**src/design/ffra_pkg.sv**
```systemverilog
// ----------------------------------------------------------------------------
// ffra_pkg
// Types and constants shared by the first-fit region allocator modules.
// ----------------------------------------------------------------------------
package ffra_pkg;

  localparam int ID_W   = 15;
  localparam int SIZE_W = 24;
  localparam int OFF_W  = 25;
  localparam int ADDR_W = 32;

  // Configuration register indexes.
  localparam int CFG_IDX_W = 1;
  localparam logic [CFG_IDX_W-1:0] REG_BANK_BASE = 1'b0;
  localparam logic [CFG_IDX_W-1:0] REG_BANK_SIZE = 1'b1;

  localparam logic [ADDR_W-1:0] BANK_BASE_RESET = 32'h0000_0000;
  localparam logic [SIZE_W-1:0] BANK_SIZE_RESET = 24'h10_0000;

  typedef enum logic [1:0] {
    CMD_ALLOC = 2'd0,
    CMD_FREE  = 2'd1,
    CMD_QUERY = 2'd2,
    CMD_NOP   = 2'd3
  } cmd_t;

  typedef enum logic [1:0] {
    ST_OK        = 2'd0,
    ST_FULL      = 2'd1,
    ST_NO_GAP    = 2'd2,
    ST_NOT_FOUND = 2'd3
  } status_t;

  typedef enum logic [2:0] {
    S_IDLE,
    S_SCAN,
    S_DECIDE,
    S_SHUP,
    S_INSERT,
    S_SHDN,
    S_DONE
  } state_t;

  // One table entry: id, start offset and end offset from the bank base.
  typedef struct packed {
    logic [ID_W-1:0]   rid;
    logic [SIZE_W-1:0] rstart;
    logic [OFF_W-1:0]  rend;
  } entry_t;

  typedef struct packed {
    cmd_t              cmd;
    logic [ID_W-1:0]   id;
    logic [SIZE_W-1:0] size;
  } request_t;

  typedef struct packed {
    status_t           status;
    logic [ADDR_W-1:0] addr;
    logic              present;
  } result_t;

endpackage

```
**src/design/ffra_ram.sv**
```systemverilog
// ----------------------------------------------------------------------------
// ffra_ram
// Generic simple dual-port RAM: one write port, one read port, registered read.
// ----------------------------------------------------------------------------
module ffra_ram #(
  parameter int WIDTH = 64,
  parameter int DEPTH = 32
) (
  input  logic                     clk,
  input  logic                     we,
  input  logic [$clog2(DEPTH)-1:0] waddr,
  input  logic [WIDTH-1:0]         wdata,
  input  logic                     re,
  input  logic [$clog2(DEPTH)-1:0] raddr,
  output logic [WIDTH-1:0]         rdata
);

  logic [WIDTH-1:0] mem [DEPTH];

  always_ff @(posedge clk) begin
    if (we) begin
      mem[waddr] <= wdata;
    end
    if (re) begin
      rdata <= mem[raddr];
    end
  end

endmodule

```
**src/design/ffra_engine.sv**
```systemverilog
// ----------------------------------------------------------------------------
// ffra_engine
// Request sequencer: scans the sorted region table held in RAM, decides the
// outcome and shifts entries up or down to insert or remove one.
// ----------------------------------------------------------------------------
module ffra_engine
  import ffra_pkg::*;
#(
  parameter int ENTRY_COUNT = 32
) (
  input  logic              clk,
  input  logic              rst,
  input  logic              in_valid,
  output logic              in_ready,
  input  request_t          in_req,
  input  logic [ADDR_W-1:0] bank_base,
  input  logic [SIZE_W-1:0] bank_size,
  output logic              res_valid,
  input  logic              res_ready,
  output result_t           res
);

  localparam int AW = $clog2(ENTRY_COUNT);
  localparam int CW = $clog2(ENTRY_COUNT + 1);

  state_t            state, state_next;
  logic [CW-1:0]     count, count_next;
  logic [CW-1:0]     ri, ri_next;
  logic              rv, rv_next;
  logic [AW-1:0]     ea, ea_next;
  logic [CW-1:0]     pos, pos_next;
  logic [OFF_W-1:0]  prev, prev_next;
  logic              found, found_next;
  request_t          req, req_next;
  result_t           res_next;

  logic              re;
  logic [AW-1:0]     raddr;
  logic              we;
  logic [AW-1:0]     waddr;
  entry_t            wdata;
  entry_t            rdata;

  logic [OFF_W-1:0]  gap;
  logic              hit;
  logic              last;
  logic [OFF_W:0]    fit_end;

  ffra_ram #(
    .WIDTH ($bits(entry_t)),
    .DEPTH (ENTRY_COUNT)
  ) u_table (
    .clk   (clk),
    .we    (we),
    .waddr (waddr),
    .wdata (wdata),
    .re    (re),
    .raddr (raddr),
    .rdata (rdata)
  );

  always_ff @(posedge clk) begin
    if (rst) begin
      state <= S_IDLE;
      count <= '0;
      rv    <= 1'b0;
    end else begin
      state <= state_next;
      count <= count_next;
      rv    <= rv_next;
    end
  end

  always_ff @(posedge clk) begin
    ri    <= ri_next;
    ea    <= ea_next;
    pos   <= pos_next;
    prev  <= prev_next;
    found <= found_next;
    req   <= req_next;
    res   <= res_next;
  end

  // Gap in front of the entry just read, and the hit test for the scan.
  always_comb begin
    gap  = ({1'b0, rdata.rstart} >= prev) ? ({1'b0, rdata.rstart} - prev) : '0;
    hit  = (req.cmd == CMD_ALLOC) ? (gap >= {1'b0, req.size}) : (rdata.rid == req.id);
    last = ((CW'(ea) + CW'(1)) == count);
    fit_end = {1'b0, prev} + {2'b00, req.size};
  end

  assign in_ready  = (state == S_IDLE);
  assign res_valid = (state == S_DONE);

  always_comb begin
    state_next = state;
    count_next = count;
    ri_next    = ri;
    rv_next    = 1'b0;
    ea_next    = ea;
    pos_next   = pos;
    prev_next  = prev;
    found_next = found;
    req_next   = req;
    res_next   = res;
    re         = 1'b0;
    raddr      = ri[AW-1:0];
    we         = 1'b0;
    waddr      = ea;
    wdata      = rdata;

    case (state)
      S_IDLE: begin
        if (in_valid) begin
          req_next   = in_req;
          prev_next  = '0;
          ri_next    = '0;
          pos_next   = '0;
          found_next = 1'b0;
          res_next   = '0;
          case (in_req.cmd)
            CMD_ALLOC: begin
              if (count == CW'(ENTRY_COUNT)) begin
                res_next.status = ST_FULL;
                state_next      = S_DONE;
              end else if (count == '0) begin
                state_next = S_DECIDE;
              end else begin
                state_next = S_SCAN;
              end
            end
            CMD_FREE, CMD_QUERY: begin
              state_next = (count == '0) ? S_DECIDE : S_SCAN;
            end
            default: begin
              state_next = S_DONE;
            end
          endcase
        end
      end

      // Reads are issued one per cycle; the entry read in the previous cycle
      // is checked while the next one is fetched.
      S_SCAN: begin
        if (rv && hit) begin
          pos_next   = CW'(ea);
          found_next = 1'b1;
          state_next = S_DECIDE;
        end else begin
          if (rv && (req.cmd == CMD_ALLOC)) begin
            prev_next = rdata.rend;
          end
          if (rv && last) begin
            pos_next   = count;
            state_next = S_DECIDE;
          end else if (ri < count) begin
            re      = 1'b1;
            raddr   = ri[AW-1:0];
            ri_next = ri + CW'(1);
            rv_next = 1'b1;
            ea_next = ri[AW-1:0];
          end
        end
      end

      S_DECIDE: begin
        case (req.cmd)
          CMD_ALLOC: begin
            if (fit_end > {2'b00, bank_size}) begin
              res_next.status = ST_NO_GAP;
              state_next      = S_DONE;
            end else begin
              res_next.status = ST_OK;
              res_next.addr   = bank_base + ADDR_W'(prev);
              ri_next         = count;
              state_next      = S_SHUP;
            end
          end
          CMD_FREE: begin
            if (!found) begin
              res_next.status = ST_NOT_FOUND;
              state_next      = S_DONE;
            end else begin
              ri_next    = pos + CW'(1);
              state_next = S_SHDN;
            end
          end
          CMD_QUERY: begin
            res_next.present = found;
            state_next       = S_DONE;
          end
          default: begin
            state_next = S_DONE;
          end
        endcase
      end

      // Open a hole at pos: move entries from the top down, one place up.
      // The write always lands on an entry already read or on the free slot at the top, so no forwarding.
      S_SHUP: begin
        if (rv) begin
          we    = 1'b1;
          waddr = AW'(CW'(ea) + CW'(1));
          wdata = rdata;
        end
        if (ri > pos) begin
          re      = 1'b1;
          raddr   = AW'(ri - CW'(1));
          ri_next = ri - CW'(1);
          rv_next = 1'b1;
          ea_next = AW'(ri - CW'(1));
        end else if (!rv) begin
          state_next = S_INSERT;
        end
      end

      S_INSERT: begin
        we           = 1'b1;
        waddr        = pos[AW-1:0];
        wdata.rid    = req.id;
        wdata.rstart = prev[SIZE_W-1:0];
        wdata.rend   = fit_end[OFF_W-1:0];
        count_next   = count + CW'(1);
        state_next   = S_DONE;
      end

      // Close the hole at pos: move entries above it one place down.
      S_SHDN: begin
        if (rv) begin
          we    = 1'b1;
          waddr = ea - AW'(1);
          wdata = rdata;
        end
        if (ri < count) begin
          re      = 1'b1;
          raddr   = ri[AW-1:0];
          ri_next = ri + CW'(1);
          rv_next = 1'b1;
          ea_next = ri[AW-1:0];
        end else if (!rv) begin
          count_next = count - CW'(1);
          state_next = S_DONE;
        end
      end

      S_DONE: begin
        if (res_ready) begin
          state_next = S_IDLE;
        end
      end

      default: begin
        state_next = S_IDLE;
      end
    endcase
  end

endmodule

```
**src/design/first_fit_region_allocator_top.sv**
```systemverilog
// ----------------------------------------------------------------------------
// first_fit_region_allocator_top
// First-fit allocator over a sorted table of live regions in one bank.
// ----------------------------------------------------------------------------
//  Port group  Dir   Carries
//  s_*         in    request: tuser = command, tdata = object_id, request_size
//  m_*         out   result:  tdata = status, region_address, present
//  cfg_*       in    register writes: bank_base (index 0), bank_size (index 1)
//
//  A request walks the table RAM one entry per cycle; a no-op or an allocate
//  into a full table is the shortest request, an allocate into an almost
//  full table the longest. The scan stops where the shift starts, so together
//  they cover the table once; an allocate reads the entry at that point twice.
//  One request is worked on at a time; a new one is taken while the previous
//  result still waits in the output register.
//  Reset empties the table at once; table contents are not cleared.
//  A stalled result holds the engine only once the next result is ready.
// ----------------------------------------------------------------------------
module first_fit_region_allocator_top
  import ffra_pkg::*;
#(
  parameter int ENTRY_COUNT = 32
) (
  input  logic                 clk,
  input  logic                 rst,
  input  logic                 s_tvalid,
  output logic                 s_tready,
  input  logic [39:0]          s_tdata,   // object_id[14:0], request_size[38:15], zero pad
  input  logic [1:0]           s_tuser,   // command[1:0]
  output logic                 m_tvalid,
  input  logic                 m_tready,
  output logic [39:0]          m_tdata,   // status[1:0], region_address[33:2], present[34]
  input  logic                 cfg_we,
  input  logic [CFG_IDX_W-1:0] cfg_addr,
  input  logic [ADDR_W-1:0]    cfg_data
);

  logic [ADDR_W-1:0] bank_base;
  logic [SIZE_W-1:0] bank_size;
  request_t          in_req;
  logic              res_valid;
  logic              res_ready;
  result_t           res;
  result_t           out_res;

  always_ff @(posedge clk) begin
    if (rst) begin
      bank_base <= BANK_BASE_RESET;
      bank_size <= BANK_SIZE_RESET;
    end else if (cfg_we) begin
      case (cfg_addr)
        REG_BANK_BASE: bank_base <= cfg_data;
        REG_BANK_SIZE: bank_size <= cfg_data[SIZE_W-1:0];
        default: begin
        end
      endcase
    end
  end

  always_comb begin
    in_req.cmd  = cmd_t'(s_tuser);
    in_req.id   = s_tdata[ID_W-1:0];
    in_req.size = s_tdata[ID_W+SIZE_W-1:ID_W];
  end

  ffra_engine #(
    .ENTRY_COUNT (ENTRY_COUNT)
  ) u_engine (
    .clk       (clk),
    .rst       (rst),
    .in_valid  (s_tvalid),
    .in_ready  (s_tready),
    .in_req    (in_req),
    .bank_base (bank_base),
    .bank_size (bank_size),
    .res_valid (res_valid),
    .res_ready (res_ready),
    .res       (res)
  );

  // Output register parts the engine from the result stream.
  assign res_ready = !m_tvalid || m_tready;

  always_ff @(posedge clk) begin
    if (rst) begin
      m_tvalid <= 1'b0;
    end else if (res_ready) begin
      m_tvalid <= res_valid;
    end
  end

  always_ff @(posedge clk) begin
    if (res_ready && res_valid) begin
      out_res <= res;
    end
  end

  assign m_tdata = {5'b00000, out_res.present, out_res.addr, out_res.status};

  // A result carries an address only for a successful allocate.
  a_addr_only_ok: assert property (@(posedge clk) disable iff (rst)
    m_tvalid && (m_tdata[1:0] != ST_OK) |-> (m_tdata[33:2] == '0))
    else $error("address on a failed result");

  // Present can only be reported alongside an ok status.
  a_present_ok: assert property (@(posedge clk) disable iff (rst)
    m_tvalid && m_tdata[34] |-> (m_tdata[1:0] == ST_OK))
    else $error("present set with a failure status");

  // The engine never offers a result while it is free to take a request.
  a_idle_no_result: assert property (@(posedge clk) disable iff (rst)
    s_tready |-> !res_valid)
    else $error("result offered while idle");

  // Once a request is taken the engine is busy in the next cycle.
  a_busy_after_accept: assert property (@(posedge clk) disable iff (rst)
    s_tvalid && s_tready |=> !s_tready)
    else $error("second request taken back to back");

endmodule

```
**config.mk**
```make
export PLATFORM = sky130hd
export DESIGN_NAME = first_fit_region_allocator_top
export DESIGN_NICKNAME = d
export VERILOG_FILES = /design/src/design/ffra_pkg.sv /design/src/design/ffra_ram.sv /design/src/design/ffra_engine.sv /design/src/design/first_fit_region_allocator_top.sv
export SDC_FILE = /design/constraint.sdc
export NUM_CORES = 2
export LEC_CHECK = 0
export BUFFER_PORTS_ARGS = -buffer_cell sky130_fd_sc_hd__buf_2
export CORE_ASPECT_RATIO = 0.75
export CORE_UTILIZATION = 30
export CTS_BUF_LIST = sky130_fd_sc_hd__clkbuf_16
export DETAILED_ROUTE_END_ITERATION = 10
export GPL_TIMING_DRIVEN = 0
export PLACE_DENSITY = 0.44
export REMOVE_ABC_BUFFERS = 1
export SETUP_SLACK_MARGIN = 0.15
export SLEW_MARGIN = 15
export SYNTH_ARGS = -nofsm -noshare
export SYNTH_HDL_FRONTEND = slang
export SYNTH_SLANG_ARGS = --single-unit
```
**constraint.sdc**
```tcl
create_clock -name clk -period 7.41 [get_ports clk]
set_input_delay 0.741 -clock clk [delete_from_list [all_inputs] [get_ports clk]]
set_output_delay 0.741 -clock clk [all_outputs]
set_load 0.005 [all_outputs]
```
# After elaboration in Yosys (flattened, before gate mapping)
# Memory sizes are Yosys's and may differ from the RTL's. A register that Yosys moved wholly into a read port is not among the register bits.
# Index checks and enable logic that the tools add are counted.
[classes] bitwise_logic=1 order_cmp=5 n_eq_ne=32 addsub=10 n_reduce_logical=30 n_mux=69
[ops] op="25-bit 2-to-1 mux" n=4
[ops] op="35-bit case mux with 2 select lines" n=1
[ops] op="6-bit 2-to-1 mux" n=11
[ops] op="32-bit 2-to-1 mux" n=2
[ops] op="64-bit 2-to-1 mux" n=1
[ops] op="25-bit case mux with 2 select lines" n=1
[ops] op="5-bit 2-to-1 mux" n=8
[ops] op="6-bit case mux with 2 select lines" n=3
[ops] op="35-bit 2-to-1 mux" n=1
[ops] op="32-bit by 25-bit adder with 32-bit output" n=1
[ops] op="3-bit 2-to-1 mux" n=10
[ops] op="5-bit case mux with 3 select lines" n=2
[ops] op="6-bit case mux with 5 select lines" n=1
[ops] op="25-bit by 24-bit adder with 26-bit output" n=1
[ops] op="26-bit by 24-bit > comparator with 1-bit output" n=1
[ops] op="24-bit by 25-bit greater-or-equal comparator with 1-bit output" n=1
[ops] op="25-bit by 24-bit greater-or-equal comparator with 1-bit output" n=1
[ops] op="24-bit by 25-bit subtractor with 25-bit output" n=1
[ops] op="3-bit case mux with 7 select lines" n=1
[ops] op="6-bit by 1-bit adder with 6-bit output, second input constant" n=3
[ops] op="2-bit inequality test, second input constant" n=9
[ops] op="4-bit AND reduction" n=4
[ops] op="15-bit equality test" n=1
[ops] op="1-bit 2-to-1 mux" n=12
[ops] op="other kinds (36)" n=66
[totals] elab_cells=168 mem_count=1 inputBits=80 ramBits=2048 reg_bits=221
[memory_table] memory="u_engine.u_table.mem" words=32 word_bits=64 rd=1 rd_clocked_by_memory_dff=1 write_ports=1 line="ffra_ram.sv:18" text="logic [WIDTH-1:0] mem [DEPTH];"

# Depth between registers and ports, before layout
[depth] word_depth=7 mapped_depth=24

# Modules after synthesis
# A second synthesis with hierarchy kept.
[hier_totals] hier_cells=4804 area_unflattened_um2=95225.1
[modules_own_cells] module="ffra_ram" n_inst=1 cells_per_inst=3096 area_per_inst_um2=79605.1 seq_area_each_um2=63420.8
[modules_own_cells] module="ffra_engine" n_inst=1 cells_per_inst=1443 area_per_inst_um2=12136.6 seq_area_each_um2=3773.6
[modules_own_cells] module="first_fit_region_allocator_top" n_inst=1 cells_per_inst=265 area_per_inst_um2=3483.3 seq_area_each_um2=2192.1

# Worst setup path before layout
# OpenSTA, ideal clock, no wires.
[synth_timing] path_kind="register -> register" from="reg u_engine.prev[1]" to="reg u_engine.prev[0], enable pin" path_stages_with_launch=20 t_arrival_ns=5.608 path_slack_ns=1.363 cell_sequence="edfxtp_1 inv_1 ha_1 a21o_1 a211oi_1 a21oi_1 or2_1 a211o_1 a21oi_1 o21ai_0 xnor2_1 nor2_1 ha_1 a21o_1 a21o_1 o31ai_1 o311ai_1 a31oi_1 a41oi_1 nor3_1"
[synth_between] elab_chain_cells=7
[synth_lines] element="from (decl)" line="ffra_engine.sv:32" text="logic [OFF_W-1:0] prev, prev_next;"
[synth_lines] element="from (signal assigned)" line="ffra_engine.sv:78" text="prev <= prev_next;"
[synth_lines] element="24-bit by 25-bit subtractor with 25-bit output / 24-bit by 25-bit greater-or-equal comparator with 1-bit output (equally long branches)" line="ffra_engine.sv:86" text="gap = ({1'b0, rdata.rstart} >= prev) ? ({1'b0, rdata.rstart} - prev) : '0;"
[synth_lines] element="25-bit 2-to-1 mux (*)" line="ffra_engine.sv:86"
[synth_lines] element="25-bit by 24-bit greater-or-equal comparator with 1-bit output (*)" line="ffra_engine.sv:87" text="hit = (req.cmd == CMD_ALLOC) ? (gap >= {1'b0, req.size}) : (rdata.rid == req.id);"
[synth_lines] element="1-bit 2-to-1 mux (*)" line="ffra_engine.sv:87"
[synth_lines] element="1-bit logical AND (*)" line="ffra_engine.sv:145" text="if (rv && hit) begin"
[synth_lines] element="2-bit inequality test (no line) (*)"
[synth_lines] element="4-bit AND reduction (no line) (*)"
# Every way passes the cells marked *; elsewhere a longest branch is shown, timed or not.
# A chain may end at the register's enable or synchronous reset.

# Worst setup path after layout
[layout_timing] from="reg u_engine.prev[1]" to="reg u_engine.u_table.rdata[52], read port of u_engine.u_table.mem, enable pin"
[layout_between] elab_chain_cells=7
[layout_lines] element="24-bit by 25-bit subtractor with 25-bit output / 24-bit by 25-bit greater-or-equal comparator with 1-bit output (equally long branches)" line="ffra_engine.sv:86"
[layout_lines] element="25-bit 2-to-1 mux (*)" line="ffra_engine.sv:86"
[layout_lines] element="25-bit by 24-bit greater-or-equal comparator with 1-bit output (*)" line="ffra_engine.sv:87"
[layout_lines] element="1-bit 2-to-1 mux (*)" line="ffra_engine.sv:87"
[layout_lines] element="1-bit logical AND (*)" line="ffra_engine.sv:145"
[layout_lines] element="1-bit 2-to-1 mux (*)" line="ffra_engine.sv:145"
[layout_lines] element="1-bit case mux with 3 select lines (*)" line="ffra_engine.sv:112" text="case (state)"
[layout_lines] element="net u_engine.re" line="ffra_engine.sv:37" text="logic re;"
[layout_lines] element="to (decl)" line="ffra_ram.sv:15" text="output logic [WIDTH-1:0] rdata"
# Mark *: on every way through the listed nets, which the timed path passes. The rest lies on a longest branch.

==> flow_summary.toml <==
[clock_network]
cts_buffers = 231
htree_levels = 4
cts.sinks = 2333
cts_tree = "done"
clockBufferDepth = 4
post_cts_buffers = 0
root_buffer = "clkbuf_16"
insertion_delay_ps = 930
clk_pin_slew_ps = 70

[yosys]
synth.distinct_cells = 95
syn_inst = 7618
ys_seq_elements = 2333
yosys_warnings = 0
ys_async_sr_fraction_pct = 0
synth_ff_type = "edfxtp_1"
syn_area_um2 = 95800
postSynthAreaPerCell_um2 = 12.6
synth_edf_count = 2266
ys_seq_area_share_pct = 72.4

[finish]
mostFrequentLayoutCells = "nand2_1, edfxtp_1, nand3_1"
regArea_um2 = 69400
multi_input_area_um2 = 24600
layout_commonest_cell = "nand2_1"
synthToLayoutAreaGrowth_pct = 22.2
final_layout_size_suffix_gt1_share_pct = 11.8
nNetsFinal = 8186
stdcell_area_um2 = 117000
fin_util_pct = 36.9
fill_cells = 30200

[floorplan]
rows = 179
die_h_um = 491
initial_core_util_pct = 30.2
dieArea_um2 = 322000
pin_count = 122
core_um2 = 317000
die_w_um = 654

[pwr]
power.leakage_nw = 40.2
p_per_area_nw_per_um2 = 368
vdd_drop_max_uv = 226
total_power_mw = 43.0

[critical_path]
worstPathRequired_ps = 7970
path_buf_inv = 3
rr_startpoint = "u_engine.prev[1]"
crit_cells = 22
crit_chain = "clkinvlp_4 > ha_1 > a21o_1 > a211oi_1 > a21oi_1 > or2_1 > a211o_1 > a21oi_1 > o21ai_0 > xnor2_1 > nor2_1 > ha_1 > a21o_1 > a21o_1 > o31ai_1 > o311ai_2 > a21o_1 > a41oi_1 > o211ai_1 > nand2_4 > buf_16 > buf_16"
cpMostUsedCell = "a21o_1"
crit_type = "reg -> reg"
cp_slowest_cell = "edfxtp_1"
r2r_cells = 22
startpoint = "u_engine.prev[1]"
critPathTopFamily = "compound AO/OA/AOI/OAI gates"
cp-start-kind = "flip-flop"
arrival_ps = 7590
critPathMaxFanout = 24
end_kind = "flip-flop"
max_stage_delay_ps = 510

[detailed_routing]
vias = 63900
drt_iter0_markers = 7597
post_drt_wl_per_cell_um = 27.3
drt-total-wl_um = 338000
drc = 9
drt-pass1-iter-count = 9
ant_nets = 0
viasPerCell = 5.16

[min_path]
worst_hold_path_type = "in -> reg"
hold_path.startpoint = "cfg_data[18]"
worstHoldPathCells = 3

[timing]
clock.fmax_ghz = 0.142
hold_viol_final = 0
worst_pin_slew_ps = 1220
fin_worst_skew_ps = 62.2
relSlewSlack_pct = 18.3
post-route-period-util_pct = 94.8
setup_viol = 0
slew_violations = 0
tns_ps = 0
grt_setup_unrepaired = "false"
min_period_ps = 7030

[placed_design]
gp_congestion = 0.826
hpwl_um = 228000
io_buffers = 115
postPlaceCellArea_um2 = 110000

[grt]
grt.total_usage_pct = 20.5
grt_pass1_vias = 60300
grt-ovfl-total = 0
antenna_found_initial = 18
grt_pass1_wl_um = 472000
grt_start_max_net_pins = 58

[status]
violations = "DRC"
status = "complete, but fails checks"

[flow_run]
cap_violations = 0
[through the flow]
stage                     worst slack, ps  hold slack [ps]  instances
after floorplan                    -33510              400       7187
after global placement             -75560              406      11600
after detailed placement              492              405      12000
after CTS                             449             5.08      12400
after global routing                  132             39.0      12400
final                                 383             78.1      12400
[layout make-up]
cell class                      count  area share (%)
Antenna cell                        6          0.0128
Timing Repair Buffer              538            8.82
Multi-Input combinational cell   4727            21.0
Inverter                          127           0.413
Tap cell                         4253            4.55
Clock buffer                      235            5.02
Clock inverter                    174           0.931
Sequential cell                  2333            59.3
[synthesized netlist by cell type (6+ instances only)]
library cell / count / area [µm²]
buf_1: 30 / 113
dfxtp_1: 67 / 1340
o21bai_1: 15 / 113
ha_1: 144 / 1800
o211ai_1: 7 / 52.6
or3_1: 9 / 56.3
inv_1: 125 / 469
clkbuf_1: 202 / 758
a221oi_1: 7 / 61.3
mux2i_1: 15 / 150
nor2_1: 168 / 631
a21oi_1: 142 / 711
nand3_1: 789 / 3950
and2_1: 33 / 206
o221ai_1: 7 / 61.3
nor2b_1: 14 / 87.6
and3_1: 18 / 113
o21a_1: 18 / 135
nand2b_1: 22 / 138
o21ai_1: 8 / 40.0
nor4_1: 6 / 37.5
o31ai_1: 12 / 90.1
nand4_1: 345 / 2160
a211oi_1: 10 / 75.1
a31oi_1: 260 / 1630
o21ai_2: 6 / 52.6
buf_2: 189 / 946
xnor2_1: 68 / 596
nor3_1: 31 / 155
mux2_2: 11 / 124
a21o_1: 40 / 300
xor2_1: 31 / 272
buf_4: 13 / 97.6
o21ai_0: 65 / 325
edfxtp_1: 2266 / 68000
nand2_1: 2305 / 8650
o22ai_1: 8 / 50.1
[report_power, final]
group          leakage (nW)  internal [mW]  total (mW)  switching [mW]
Combinational          15.5           5.12        14.8            9.67
Clock                  3.64           6.14        11.3            5.11
Sequential             21.0           16.6        17.0           0.443
[timing repair]
action | in CTS | in global routing
endpoints found under the setup margin | 0 | 34
resized for setup | 0 | 3
hold buffers | 11 | 0
hold endpoints to repair | 11 | 0
[worst register-to-register path, stage by stage, from the launching register on]
cell and delay [ps]:
edfxtp_1 510, clkinvlp_4 410, ha_1 440, a21o_1 180, a211oi_1 420, a21oi_1 240, or2_1 340, a211o_1 310
a21oi_1 240, o21ai_0 140, xnor2_1 170, nor2_1 60, ha_1 310, a21o_1 160, a21o_1 200, o31ai_1 320
o311ai_2 230, a21o_1 250, a41oi_1 510, o211ai_1 270, nand2_4 320, buf_16 290, buf_16 330
[state kept, by name, summed over array words and instances, names as in the netlist, 3 cells and up]
| register | cells |
|---|---|
| u_engine.u_table.rdata | 64 |
| u_engine.prev | 25 |
| bank_size | 24 |
| u_engine.count | 6 |
| u_engine.req | 41 |
| u_engine.pos | 6 |
| u_engine.res | 35 |
| u_engine.state | 3 |
| bank_base | 32 |
| u_engine.u_table.mem | 2048 |
| m_tdata | 35 |
| u_engine.ea | 5 |
| u_engine.ri | 6 |
[per-layer routing]
layer  up-vias  GRT usage [%]  routed length [µm]
li1      28500              -                   -
met1     32700           30.8              158000
met2      2323           31.5              151000
met3       421           2.88               22400
met4         4           4.29                7030
met5         -              0                  24
[worst paths after layout]
check | to | slack [ps]
setup / recovery | u_engine.u_table.rdata[52] | 380
hold / removal | bank_size[18] | 80
setup reg to reg | u_engine.u_table.rdata[52] | 380
hold reg to reg | m_tdata[0] | 420
[cells by family (layout without fill, tap and decap cells)]
family | Yosys count | count (layout) | share of synthesized area, %
DFF | 2333 | 2333 | 72.4
and+or+nand+nor | 3769 | 3769 | 17.1
adders and majority gates | 148 | 148 | 1.96
buffers and inverters | 562 | 1074 | 2.51
muxes | 32 | 32 | 0.410
AOI/OAI and AO/OA | 670 | 670 | 4.56
other | 1 | 11 | 0.00391
xor gates and xnor gates | 103 | 103 | 0.985
No activity file was read; power rests on OpenSTA's default activity.
